--- config.mk ---
export PLATFORM = sky130hd
export DESIGN_NAME = sha256_stream_hasher_flat
export DESIGN_NICKNAME = d
export VERILOG_FILES = /design/src/sha_pkg.sv /design/src/sha_if.sv /design/src/sha_queue.sv /design/src/sha_engine.sv /design/src/sha256_stream_hasher.sv /design/src/flat_wrapper.sv
export SDC_FILE = /design/constraint.sdc
export NUM_CORES = 2
export LEC_CHECK = 0
export ABC_AREA = 1
export BUFFER_PORTS_ARGS = -buffer_cell sky130_fd_sc_hd__buf_2
export CAP_MARGIN = 10
export CORE_MARGIN = 4
export CORE_UTILIZATION = 30
export CTS_BUF_LIST = sky130_fd_sc_hd__clkbuf_4
export DETAILED_ROUTE_END_ITERATION = 6
export MAX_ROUTING_LAYER = met4
export PLACE_DENSITY = 0.41
export SLEW_MARGIN = 20
export SYNTH_ARGS = -nofsm -noshare
export SYNTH_HDL_FRONTEND = slang
export SYNTH_SLANG_ARGS = --single-unit
--- constraint.sdc ---
create_clock -name clk -period 13 [get_ports clk]
set_input_delay 0.65 -clock clk [delete_from_list [all_inputs] [get_ports clk]]
set_output_delay 0.65 -clock clk [all_outputs]
set_load 0.05 [all_outputs]
--- src/sha_pkg.sv ---
// Package for the SHA-256 stream hasher: round constants, initial hash values,
// shared types and the round and schedule functions. No dependencies.
package sha_pkg;

    localparam int unsigned WordW = 32;

    typedef logic [WordW-1:0] word_t;

    // Command codes of the input channel.
    localparam logic CmdAbsorb = 1'b0;
    localparam logic CmdFinish = 1'b1;

    localparam logic [7:0] PadByte = 8'h80;

    // Queue entry between front and back.
    typedef struct packed {
        logic       finish;
        logic [7:0] data;
    } cmd_t;

    function automatic word_t initial_hash(input logic [2:0] idx);
        word_t r;
        begin
            case (idx)
                3'd0: r = 32'h6a09e667;
                3'd1: r = 32'hbb67ae85;
                3'd2: r = 32'h3c6ef372;
                3'd3: r = 32'ha54ff53a;
                3'd4: r = 32'h510e527f;
                3'd5: r = 32'h9b05688c;
                3'd6: r = 32'h1f83d9ab;
                default: r = 32'h5be0cd19;
            endcase
            return r;
        end
    endfunction

    function automatic word_t round_k(input logic [5:0] idx);
        word_t r;
        begin
            case (idx)
                6'd0: r = 32'h428a2f98;  6'd1: r = 32'h71374491;
                6'd2: r = 32'hb5c0fbcf;  6'd3: r = 32'he9b5dba5;
                6'd4: r = 32'h3956c25b;  6'd5: r = 32'h59f111f1;
                6'd6: r = 32'h923f82a4;  6'd7: r = 32'hab1c5ed5;
                6'd8: r = 32'hd807aa98;  6'd9: r = 32'h12835b01;
                6'd10: r = 32'h243185be; 6'd11: r = 32'h550c7dc3;
                6'd12: r = 32'h72be5d74; 6'd13: r = 32'h80deb1fe;
                6'd14: r = 32'h9bdc06a7; 6'd15: r = 32'hc19bf174;
                6'd16: r = 32'he49b69c1; 6'd17: r = 32'hefbe4786;
                6'd18: r = 32'h0fc19dc6; 6'd19: r = 32'h240ca1cc;
                6'd20: r = 32'h2de92c6f; 6'd21: r = 32'h4a7484aa;
                6'd22: r = 32'h5cb0a9dc; 6'd23: r = 32'h76f988da;
                6'd24: r = 32'h983e5152; 6'd25: r = 32'ha831c66d;
                6'd26: r = 32'hb00327c8; 6'd27: r = 32'hbf597fc7;
                6'd28: r = 32'hc6e00bf3; 6'd29: r = 32'hd5a79147;
                6'd30: r = 32'h06ca6351; 6'd31: r = 32'h14292967;
                6'd32: r = 32'h27b70a85; 6'd33: r = 32'h2e1b2138;
                6'd34: r = 32'h4d2c6dfc; 6'd35: r = 32'h53380d13;
                6'd36: r = 32'h650a7354; 6'd37: r = 32'h766a0abb;
                6'd38: r = 32'h81c2c92e; 6'd39: r = 32'h92722c85;
                6'd40: r = 32'ha2bfe8a1; 6'd41: r = 32'ha81a664b;
                6'd42: r = 32'hc24b8b70; 6'd43: r = 32'hc76c51a3;
                6'd44: r = 32'hd192e819; 6'd45: r = 32'hd6990624;
                6'd46: r = 32'hf40e3585; 6'd47: r = 32'h106aa070;
                6'd48: r = 32'h19a4c116; 6'd49: r = 32'h1e376c08;
                6'd50: r = 32'h2748774c; 6'd51: r = 32'h34b0bcb5;
                6'd52: r = 32'h391c0cb3; 6'd53: r = 32'h4ed8aa4a;
                6'd54: r = 32'h5b9cca4f; 6'd55: r = 32'h682e6ff3;
                6'd56: r = 32'h748f82ee; 6'd57: r = 32'h78a5636f;
                6'd58: r = 32'h84c87814; 6'd59: r = 32'h8cc70208;
                6'd60: r = 32'h90befffa; 6'd61: r = 32'ha4506ceb;
                6'd62: r = 32'hbef9a3f7; default: r = 32'hc67178f2;
            endcase
            return r;
        end
    endfunction

    function automatic word_t rotr(input word_t x, input int unsigned n);
        begin
            return (x >> n) | (x << (WordW - n));
        end
    endfunction

    function automatic word_t sig0(input word_t x);
        begin
            return rotr(x, 7) ^ rotr(x, 18) ^ (x >> 3);
        end
    endfunction

    function automatic word_t sig1(input word_t x);
        begin
            return rotr(x, 17) ^ rotr(x, 19) ^ (x >> 10);
        end
    endfunction

    function automatic word_t bsig0(input word_t x);
        begin
            return rotr(x, 2) ^ rotr(x, 13) ^ rotr(x, 22);
        end
    endfunction

    function automatic word_t bsig1(input word_t x);
        begin
            return rotr(x, 6) ^ rotr(x, 11) ^ rotr(x, 25);
        end
    endfunction

endpackage

--- src/sha_if.sv ---
// Handshake channel interfaces of the SHA-256 stream hasher.
// Depends on nothing; payload fields are plain logic vectors.
interface sha_in_if;
    logic       valid;
    logic       ready;
    logic       command;
    logic [7:0] message_byte;

    modport source (output valid, output command, output message_byte, input ready);
    modport sink   (input valid, input command, input message_byte, output ready);
endinterface

interface sha_out_if;
    logic        valid;
    logic        ready;
    logic [31:0] digest_word;
    logic [2:0]  word_index;
    logic        last_word;

    modport source (output valid, output digest_word, output word_index, output last_word,
                    input ready);
    modport sink   (input valid, input digest_word, input word_index, input last_word,
                    output ready);
endinterface

--- src/sha_queue.sv ---
// Short command queue between the front end and the compression engine.
// Depends on sha_pkg for the entry type.
module sha_queue #(
    parameter int unsigned Depth = 4
) (
    input  logic          clk,
    input  logic          rst_n,
    input  logic          push,
    input  sha_pkg::cmd_t push_data,
    output logic          full,
    input  logic          pop,
    output sha_pkg::cmd_t pop_data,
    output logic          not_empty
);
    localparam int unsigned AW = (Depth > 1) ? $clog2(Depth) : 1;

    sha_pkg::cmd_t      mem_reg [Depth];
    logic [AW-1:0]      wr_reg, wr_next, rd_reg, rd_next;
    logic [AW:0]        cnt_reg, cnt_next;

    function automatic logic [AW-1:0] incr(input logic [AW-1:0] p);
        begin
            return (p == AW'(Depth - 1)) ? '0 : p + AW'(1);
        end
    endfunction

    assign full      = (cnt_reg == (AW+1)'(Depth));
    assign not_empty = (cnt_reg != '0);
    assign pop_data  = mem_reg[rd_reg];

    always_comb
    begin
        wr_next  = push ? incr(wr_reg) : wr_reg;
        rd_next  = pop ? incr(rd_reg) : rd_reg;
        cnt_next = cnt_reg + (AW+1)'(push) - (AW+1)'(pop);
    end

    always_ff @(posedge clk or negedge rst_n)
    begin
        if (!rst_n)
        begin
            wr_reg  <= '0;
            rd_reg  <= '0;
            cnt_reg <= '0;
        end
        else
        begin
            wr_reg  <= wr_next;
            rd_reg  <= rd_next;
            cnt_reg <= cnt_next;
        end
    end

    always_ff @(posedge clk)
    begin
        if (push)
        begin
            mem_reg[wr_reg] <= push_data;
        end
    end
endmodule

--- src/sha_engine.sv ---
// Back end of the SHA-256 hasher: block assembly, padding, the 64-round
// compression and digest output. Depends on sha_pkg and sha_if.
module sha_engine (
    input  logic          clk,
    input  logic          rst_n,
    input  logic          cmd_valid,
    input  sha_pkg::cmd_t cmd_data,
    output logic          cmd_pop,
    sha_out_if.source     dout
);
    typedef enum logic [5:0] {
        S_IDLE  = 6'b000001,
        S_PAD   = 6'b000010,
        S_LOAD  = 6'b000100,
        S_ROUND = 6'b001000,
        S_ADD   = 6'b010000,
        S_OUT   = 6'b100000
    } state_t;

    state_t             state_reg, state_next;
    sha_pkg::word_t     chain_reg [8];
    sha_pkg::word_t     v_reg [8];
    sha_pkg::word_t     w_reg [16];   // message words, then schedule window
    logic [63:0]        total_reg;
    logic [5:0]         pos_reg;      // byte position while padding
    logic [5:0]         rnd_reg;
    logic               fin_reg;      // the running block is the final one
    logic [2:0]         oidx_reg;
    logic               ovalid_reg;
    sha_pkg::word_t     oword_reg;
    logic               olast_reg;

    sha_pkg::word_t t1, t2, wnew, wcur;
    logic [63:0]    bits;
    logic [7:0]     pad_byte;

    assign bits = total_reg << 3;
    assign wcur = w_reg[0];
    assign wnew = sha_pkg::sig1(w_reg[14]) + w_reg[9] + sha_pkg::sig0(w_reg[1]) + w_reg[0];

    always_comb
    begin
        t1 = v_reg[7] + sha_pkg::bsig1(v_reg[4])
           + ((v_reg[4] & v_reg[5]) ^ (~v_reg[4] & v_reg[6]))
           + sha_pkg::round_k(rnd_reg) + wcur;
        t2 = sha_pkg::bsig0(v_reg[0])
           + ((v_reg[0] & v_reg[1]) ^ (v_reg[0] & v_reg[2]) ^ (v_reg[1] & v_reg[2]));
    end

    // Padding byte for position pos_reg once the 0x80 marker is placed.
    always_comb
    begin
        pad_byte = 8'h00;
        if (fin_reg && pos_reg >= 6'd56)
        begin
            pad_byte = bits[(7 - (pos_reg - 6'd56)) * 8 +: 8];
        end
    end

    assign cmd_pop = (state_reg == S_IDLE) && cmd_valid;

    always_comb
    begin
        state_next = state_reg;
        case (state_reg)
            S_IDLE:  if (cmd_valid)
                     begin
                         if (cmd_data.finish)
                             state_next = (total_reg[5:0] == 6'd63) ? S_LOAD : S_PAD;
                         else if (total_reg[5:0] == 6'd63) state_next = S_LOAD;
                     end
            S_PAD:   if (pos_reg == 6'd63) state_next = S_LOAD;
            S_LOAD:  state_next = S_ROUND;
            S_ROUND: if (rnd_reg == 6'd63) state_next = S_ADD;
            S_ADD:   state_next = fin_reg ? S_OUT : (total_reg[5:0] == 6'd0 ? S_IDLE : S_PAD);
            S_OUT:   if (ovalid_reg && dout.ready && olast_reg) state_next = S_IDLE;
            default: state_next = S_IDLE;
        endcase
    end

    assign dout.valid       = ovalid_reg;
    assign dout.digest_word = oword_reg;
    assign dout.word_index  = oidx_reg;
    assign dout.last_word   = olast_reg;

    always_ff @(posedge clk or negedge rst_n)
    begin
        if (!rst_n)
        begin
            state_reg  <= S_IDLE;
            total_reg  <= '0;
            pos_reg    <= '0;
            rnd_reg    <= '0;
            fin_reg    <= 1'b0;
            oidx_reg   <= '0;
            ovalid_reg <= 1'b0;
            olast_reg  <= 1'b0;
            for (int i = 0; i < 8; i++)
            begin
                chain_reg[i] <= sha_pkg::initial_hash(3'(i));
            end
        end
        else
        begin
            state_reg <= state_next;
            case (state_reg)
                S_IDLE:
                begin
                    if (cmd_valid)
                    begin
                        if (cmd_data.finish)
                        begin
                            // Place the marker; fin_reg tells whether the length fits.
                            w_reg[total_reg[5:2]][(3 - total_reg[1:0]) * 8 +: 8] <=
                                sha_pkg::PadByte;
                            pos_reg <= total_reg[5:0] + 6'd1;
                            fin_reg <= (total_reg[5:0] < 6'd56);
                        end
                        else
                        begin
                            w_reg[total_reg[5:2]][(3 - total_reg[1:0]) * 8 +: 8] <=
                                cmd_data.data;
                            total_reg <= total_reg + 64'd1;
                            fin_reg   <= 1'b0;
                        end
                    end
                end
                S_PAD:
                begin
                    w_reg[pos_reg[5:2]][(3 - pos_reg[1:0]) * 8 +: 8] <= pad_byte;
                    pos_reg <= pos_reg + 6'd1;
                end
                S_LOAD:
                begin
                    for (int i = 0; i < 8; i++) v_reg[i] <= chain_reg[i];
                    rnd_reg <= '0;
                end
                S_ROUND:
                begin
                    v_reg[7] <= v_reg[6]; v_reg[6] <= v_reg[5]; v_reg[5] <= v_reg[4];
                    v_reg[4] <= v_reg[3] + t1;
                    v_reg[3] <= v_reg[2]; v_reg[2] <= v_reg[1]; v_reg[1] <= v_reg[0];
                    v_reg[0] <= t1 + t2;
                    for (int i = 0; i < 15; i++) w_reg[i] <= w_reg[i+1];
                    w_reg[15] <= wnew;
                    rnd_reg <= rnd_reg + 6'd1;
                end
                S_ADD:
                begin
                    for (int i = 0; i < 8; i++) chain_reg[i] <= chain_reg[i] + v_reg[i];
                    if (fin_reg)
                    begin
                        ovalid_reg <= 1'b1;
                        oidx_reg   <= '0;
                        oword_reg  <= chain_reg[0] + v_reg[0];
                        olast_reg  <= 1'b0;
                    end
                    else if (total_reg[5:0] != 6'd0)
                    begin
                        // Overflow block of a finish: next block is zeros plus length.
                        pos_reg <= '0;
                        fin_reg <= 1'b1;
                    end
                end
                S_OUT:
                begin
                    if (ovalid_reg && dout.ready)
                    begin
                        if (olast_reg)
                        begin
                            ovalid_reg <= 1'b0;
                            total_reg  <= '0;
                            fin_reg    <= 1'b0;
                            for (int i = 0; i < 8; i++)
                            begin
                                chain_reg[i] <= sha_pkg::initial_hash(3'(i));
                            end
                        end
                        else
                        begin
                            oidx_reg  <= oidx_reg + 3'd1;
                            oword_reg <= chain_reg[oidx_reg + 3'd1];
                            olast_reg <= (oidx_reg == 3'd6);
                        end
                    end
                end
                default: ;
            endcase
        end
    end
endmodule

--- src/sha256_stream_hasher.sv ---
// Top level of the SHA-256 stream hasher: input channel, command queue and
// compression engine. Depends on sha_pkg, sha_if, sha_queue and sha_engine.
//
// This block hashes a byte stream with SHA-256. Each input beat either absorbs
// one message byte (command 0) or finishes the message (command 1). The engine
// takes an absorb while idle; the beat completing a 64-byte block starts a
// compression (a load step, 64 rounds at one round per cycle, and a chaining
// add), during which no further bytes are taken from the queue. A finish writes
// the padding one byte per cycle up to the end of the block, compresses, and,
// when fewer than nine bytes were free, pads and compresses a second block; it
// then delivers the digest as eight output beats, word 0 first, with last_word
// set on the eighth. The chain and length counter then return to their start
// values. A queue of QueueDepth entries (four by default) sits in front of the
// engine, so the input keeps taking beats, until the queue is full, while a
// block is compressed or while the digest waits to be taken.
module sha256_stream_hasher #(
    parameter int unsigned QueueDepth = 4
) (
    input  logic       clk,
    input  logic       rst_n,
    sha_in_if.sink     din,
    sha_out_if.source  dout
);
    sha_pkg::cmd_t push_data, pop_data;
    logic          full, not_empty, pop;

    assign din.ready        = !full;
    assign push_data.finish = din.command;
    assign push_data.data   = din.message_byte;

    sha_queue #(.Depth(QueueDepth)) u_queue (
        .clk       (clk),
        .rst_n     (rst_n),
        .push      (din.valid && !full),
        .push_data (push_data),
        .full      (full),
        .pop       (pop),
        .pop_data  (pop_data),
        .not_empty (not_empty)
    );

    sha_engine u_engine (
        .clk       (clk),
        .rst_n     (rst_n),
        .cmd_valid (not_empty),
        .cmd_data  (pop_data),
        .cmd_pop   (pop),
        .dout      (dout)
    );
endmodule
--- src/flat_wrapper.sv ---
// flat-port wrapper written by rule: the top's interface ports become plain ports
module sha256_stream_hasher_flat 
#(
    parameter int unsigned QueueDepth = 4
)
  (clk, rst_n, din_valid, din_command, din_message_byte, din_ready, dout_valid, dout_digest_word, dout_word_index, dout_last_word, dout_ready);
  sha_in_if din_i ();
  sha_out_if dout_i ();
  input  logic clk;
  input  logic rst_n;
  input wire logic [$bits(din_i.valid)-1:0] din_valid;
  input wire logic [$bits(din_i.command)-1:0] din_command;
  input wire logic [$bits(din_i.message_byte)-1:0] din_message_byte;
  output wire logic [$bits(din_i.ready)-1:0] din_ready;
  output wire logic [$bits(dout_i.valid)-1:0] dout_valid;
  output wire logic [$bits(dout_i.digest_word)-1:0] dout_digest_word;
  output wire logic [$bits(dout_i.word_index)-1:0] dout_word_index;
  output wire logic [$bits(dout_i.last_word)-1:0] dout_last_word;
  input wire logic [$bits(dout_i.ready)-1:0] dout_ready;
  assign din_i.valid = din_valid;
  assign din_i.command = din_command;
  assign din_i.message_byte = din_message_byte;
  assign din_ready = din_i.ready;
  assign dout_valid = dout_i.valid;
  assign dout_digest_word = dout_i.digest_word;
  assign dout_word_index = dout_i.word_index;
  assign dout_last_word = dout_i.last_word;
  assign dout_i.ready = dout_ready;
  sha256_stream_hasher #(.QueueDepth(QueueDepth)) u_core (.clk(clk), .rst_n(rst_n), .din(din_i), .dout(dout_i));
endmodule
==> impl_metrics.prom <==
# TYPE chip_impl_metric gauge
chip_impl_metric{name="via_count",unit=""} 76700
chip_impl_metric{name="postSynthRegisterBits",unit=""} 1184
chip_impl_info{name="cp-startpoint",value="u_core.u_engine.rnd_reg[1]"} 1
chip_impl_metric{name="worst_ep_required_time",unit="ns"} 14.10
chip_impl_metric{name="worst-path-buf-inv",unit=""} 5
chip_impl_metric{name="drt_first_iter_violations",unit=""} 7113
chip_impl_metric{name="global_routing_usage_summed_across_all_routing_layers",unit="%"} 28.6
chip_impl_metric{name="antenna_violating_nets_post_route",unit=""} 0
chip_impl_metric{name="ioPinCount",unit=""} 51
chip_impl_metric{name="finalWeightedCongestion",unit=""} 0.974
chip_impl_metric{name="crit_fanout",unit=""} 12
chip_impl_metric{name="report.final.setup_viol",unit=""} 0
chip_impl_metric{name="post_synth_inst_count",unit=""} 10400
chip_impl_metric{name="synth_warnings",unit=""} 0
chip_impl_metric{name="post_cts_clock_slew_at_the_launch_and_capture_registers_of_the_worst_setup_and_hold_paths",unit="ns"} 0.07
chip_impl_metric{name="detail_route.drc_violations",unit=""} 0
chip_impl_metric{name="initial_cell_density_of_the_core",unit="%"} 30.3
chip_impl_metric{name="max-cap-violations",unit=""} 0
chip_impl_info{name="hold_path_class",value="primary input to flop"} 1
chip_impl_info{name="worstSetupPathType",value="flop to flop"} 1
chip_impl_metric{name="cts.sink_count",unit=""} 1184
chip_impl_metric{name="finalCritPeriodShare",unit="%"} 73.9
chip_impl_info{name="crit-reg2reg-launch",value="u_core.u_engine.rnd_reg[1]"} 1
chip_impl_metric{name="numPortBuffers",unit=""} 50
chip_impl_metric{name="totalWireLength",unit="mm"} 409
chip_impl_metric{name="design.final.nets",unit=""} 11200
chip_impl_metric{name="groute.layer.met2.usage",unit="%"} 45.4
chip_impl_metric{name="final_total_negative_setup_slack",unit="ns"} 0
chip_impl_info{name="worst_setup_path_end_kind",value="flop"} 1
chip_impl_metric{name="report.final.hold_viol_count",unit=""} 0
chip_impl_metric{name="floorplan.die.width",unit="um"} 534
chip_impl_metric{name="yosysSeqAreaShare",unit="%"} 40.9
chip_impl_metric{name="maximum_number_of_pins_on_one_net_before_global_route_repair",unit=""} 178
chip_impl_info{name="worst_path_most_repeated_cell",value="nand2_1"} 1
chip_impl_metric{name="cts_buffers",unit=""} 370
chip_impl_metric{name="hold_depth",unit=""} 5
chip_impl_info{name="top_reg_cell_synth",value="edfxtp_1"} 1
chip_impl_metric{name="syn2layout_area_growth",unit="%"} 11.6
chip_impl_metric{name="rr_worst_depth",unit=""} 31
chip_impl_metric{name="synth.avg_cell_area",unit="um^2"} 8.00
chip_impl_metric{name="delay_of_the_slowest_cell_on_the_worst_path",unit="ns"} 0.76
chip_impl_metric{name="detailedPlacementHpwl",unit="mm"} 319
chip_impl_metric{name="number_of_enable_flip_flop_cells_after_synthesis",unit=""} 836
chip_impl_metric{name="synth.distinct_cells",unit=""} 62
chip_impl_metric{name="die-area",unit="um^2"} 286000
chip_impl_metric{name="routed_len_inst",unit="um"} 28.1
chip_impl_metric{name="number_of_pins_exceeding_their_max_slew_limit_in_the_final_report",unit=""} 0
chip_impl_metric{name="grt.met3_usage",unit="%"} 3.34
chip_impl_metric{name="dieHeight",unit="um"} 534
chip_impl_metric{name="drive_above_1_share",unit="%"} 9.36
chip_impl_metric{name="row_cnt",unit=""} 192
chip_impl_metric{name="global_route_wire_length_before_repair",unit="mm"} 574
chip_impl_metric{name="worst-endpoint-arrival",unit="ns"} 10.71
chip_impl_metric{name="asyncSetResetFlopFracSynth",unit="%"} 29.4
chip_impl_info{name="cpMaxStageDelayCell",value="dfrtp_1"} 1
chip_impl_info{name="grt_setup_unrepaired",value="false"} 1
chip_impl_metric{name="whs",unit="ns"} 0.326
chip_impl_metric{name="largest_register_ffs",unit=""} 512
chip_impl_info{name="cts_tree",value="built"} 1
chip_impl_info{name="worstReg2RegEnd",value="u_core.u_engine.v_reg[0][23]"} 1
chip_impl_metric{name="synth.cell_area",unit="um^2"} 83100
chip_impl_metric{name="slew_headroom",unit="%"} 22.0
chip_impl_metric{name="ff2ff_setup_slack",unit="ns"} 3.39
chip_impl_metric{name="syn_nets",unit=""} 11000
chip_impl_metric{name="finClkSkew",unit="ns"} 0.142
chip_impl_metric{name="detail_route.first_pass.iterations",unit=""} 6
chip_impl_metric{name="clock_insertion_delay_worst_skew",unit="ns"} 1.38
chip_impl_metric{name="route.detailed.vias_per_inst",unit=""} 5.28
chip_impl_metric{name="timing_worst_slew_pin_value",unit="ns"} 1.16
chip_impl_info{name="critical_path_start_type",value="flop"} 1
chip_impl_metric{name="finalCriticalPeriod",unit="ns"} 9.61
chip_impl_info{name="hold_path_end",value="u_core.u_engine.state_reg[5]"} 1
chip_impl_metric{name="clock_tree.htree_level_count",unit=""} 5
chip_impl_info{name="global_route.peak_usage_layer",value="met2"} 1
chip_impl_info{name="outcome",value="completed"} 1
chip_impl_metric{name="met1_track_demand_over_resource_in_global_routing",unit="%"} 37.8
chip_impl_metric{name="core_area",unit="um^2"} 275000
chip_impl_metric{name="post-cts-setup-buffer-count",unit=""} 0
chip_impl_info{name="critical_path.top_delay_family",value="compound AO/OA/AOI/OAI gates"} 1
chip_impl_info{name="clock_tree.root_cell",value="clkbuf_4"} 1
chip_impl_metric{name="max-clock-path-buffers",unit=""} 4
chip_impl_metric{name="fillerInstances",unit=""} 29500
chip_impl_info{name="holdCritStartpoint",value="dout_ready"} 1
chip_impl_metric{name="first_global_vias",unit=""} 75400
chip_impl_metric{name="max_freq",unit="MHz"} 104
chip_impl_metric{name="residual_overflow_from_global_routing",unit=""} 0
chip_impl_metric{name="antenna_found_initial",unit=""} 19
cell families (layout without fill, tap and decap cells):
family / Yosys count / after routing / share of synthesized area, %
simple gates: 4126 / 4126 / 20.1
compound gates: 2345 / 2345 / 15.6
buf+inv: 1658 / 2120 / 7.57
flops: 1184 / 1184 / 40.9
fa+ha+maj: 636 / 636 / 11.3
xor+xnor: 408 / 408 / 4.30
mux: 27 / 27 / 0.354
other cells: 0 / 8 / 0
timing repair:
item                                   in CTS  in global routing
resized for setup                           0                  0
endpoints found under the hold margin     263                  0
hold buffers                               23                  0
cell type report:
type	instances	area (um^2)	area share, %
inverter	1249	4700	5.06
antenna	8	20.0	0.0216
timing repair buffer	215	1620	1.74
multi-input combinational	7542	43000	46.3
clock buffer	562	4220	4.55
tap	3686	4610	4.97
sequential	1184	34000	36.6
clock inverter	94	621	0.669
synth_stat cells (19+ instances only):
master    instances  share of area (%)
nand2_1        2748                 12
inv_1          1239                5.6
o21ai_0        1046                6.3
edfxtp_1        836                 30
a21oi_1         761                4.6
nor2_1          662                3.0
ha_1            410                6.2
nand3_1         400                2.4
clkbuf_1        323                1.5
xor2_1          253                2.7
dfrtp_1         211                6.4
fa_1            196                4.7
xnor2_1         155                1.6
dfstp_2         137                4.3
nor3_1          127               0.76
o22ai_1         124               0.93
nand4_1          97               0.73
a21o_1           77               0.70
a31oi_1          67               0.50
buf_2            54               0.33
o21bai_1         43               0.39
o31ai_1          38               0.34
nor4_1           37               0.28
o211ai_1         32               0.29
buf_1            31               0.14
maj3_1           30               0.36
o21a_1           30               0.27
a21boi_0         27               0.24
o221ai_1         20               0.21
mux2_2           19               0.26
worst max path at each step:
stage | cells past startpoint | slack [ns] | endpoint
6_report | 31 | 3.39 | u_core.u_engine.v_reg[0][23]
5_1_grt | 31 | 2.81 | u_core.u_engine.v_reg[0][23]
4_1_cts | 31 | 3.28 | u_core.u_engine.v_reg[0][23]
3_5_place_dp | 31 | 3.33 | u_core.u_engine.v_reg[0][23]
3_3_place_gp | 31 | 3.30 | u_core.u_engine.v_reg[0][23]
2_1_floorplan | 3 | 4.09 | u_core.u_engine.v_reg[0][0]
worst min-delay path, cell delays in order:
cell	delay (ns)
dlygate4sd3_1	0.56
buf_2	0.20
nand3_1	0.12
nand2_1	0.07
nand2_1	0.06
placed cells by master (no fill, tap or decap), types with 97 or more instances in the layout:
master / Yosys / routed
nand2_1: 2748 / 2748
inv_1: 1239 / 1235
o21ai_0: 1046 / 1009
edfxtp_1: 836 / 836
a21oi_1: 761 / 756
nor2_1: 662 / 658
clkbuf_4: 0 / 562
ha_1: 410 / 409
nand3_1: 400 / 399
xor2_1: 253 / 253
dfrtp_1: 211 / 209
fa_1: 196 / 196
xnor2_1: 155 / 154
buf_4: 1 / 138
dfstp_2: 137 / 137
nor3_1: 127 / 127
o22ai_1: 124 / 124
nand4_1: 97 / 97
per-stage QoR:
stage | utilization, % | std cells | area (um^2) | worst slack [ns]
3_3_place_gp | 31.9 | 13900 | 87700 | 3.30
4_1_cts | 33.8 | 14500 | 92800 | 3.28
2_1_floorplan | - | 10400 | 83100 | 4.09
5_1_grt | 33.8 | 14500 | 92800 | 2.81
6_report | 33.8 | 14500 | 92800 | 3.39
3_5_place_dp | 31.9 | 13900 | 87700 | 3.33
layer usage:
metal / vias up / wire length, um
li1: 35400 / -
met1: 38000 / 182000
met2: 2757 / 188000
met3: 638 / 21700
met4: 0 / 17200
met5: - / 0
Power is left out: the tool's default activity adds up to more than one toggle a clock period on the data nets, which glitch-free logic cannot reach.
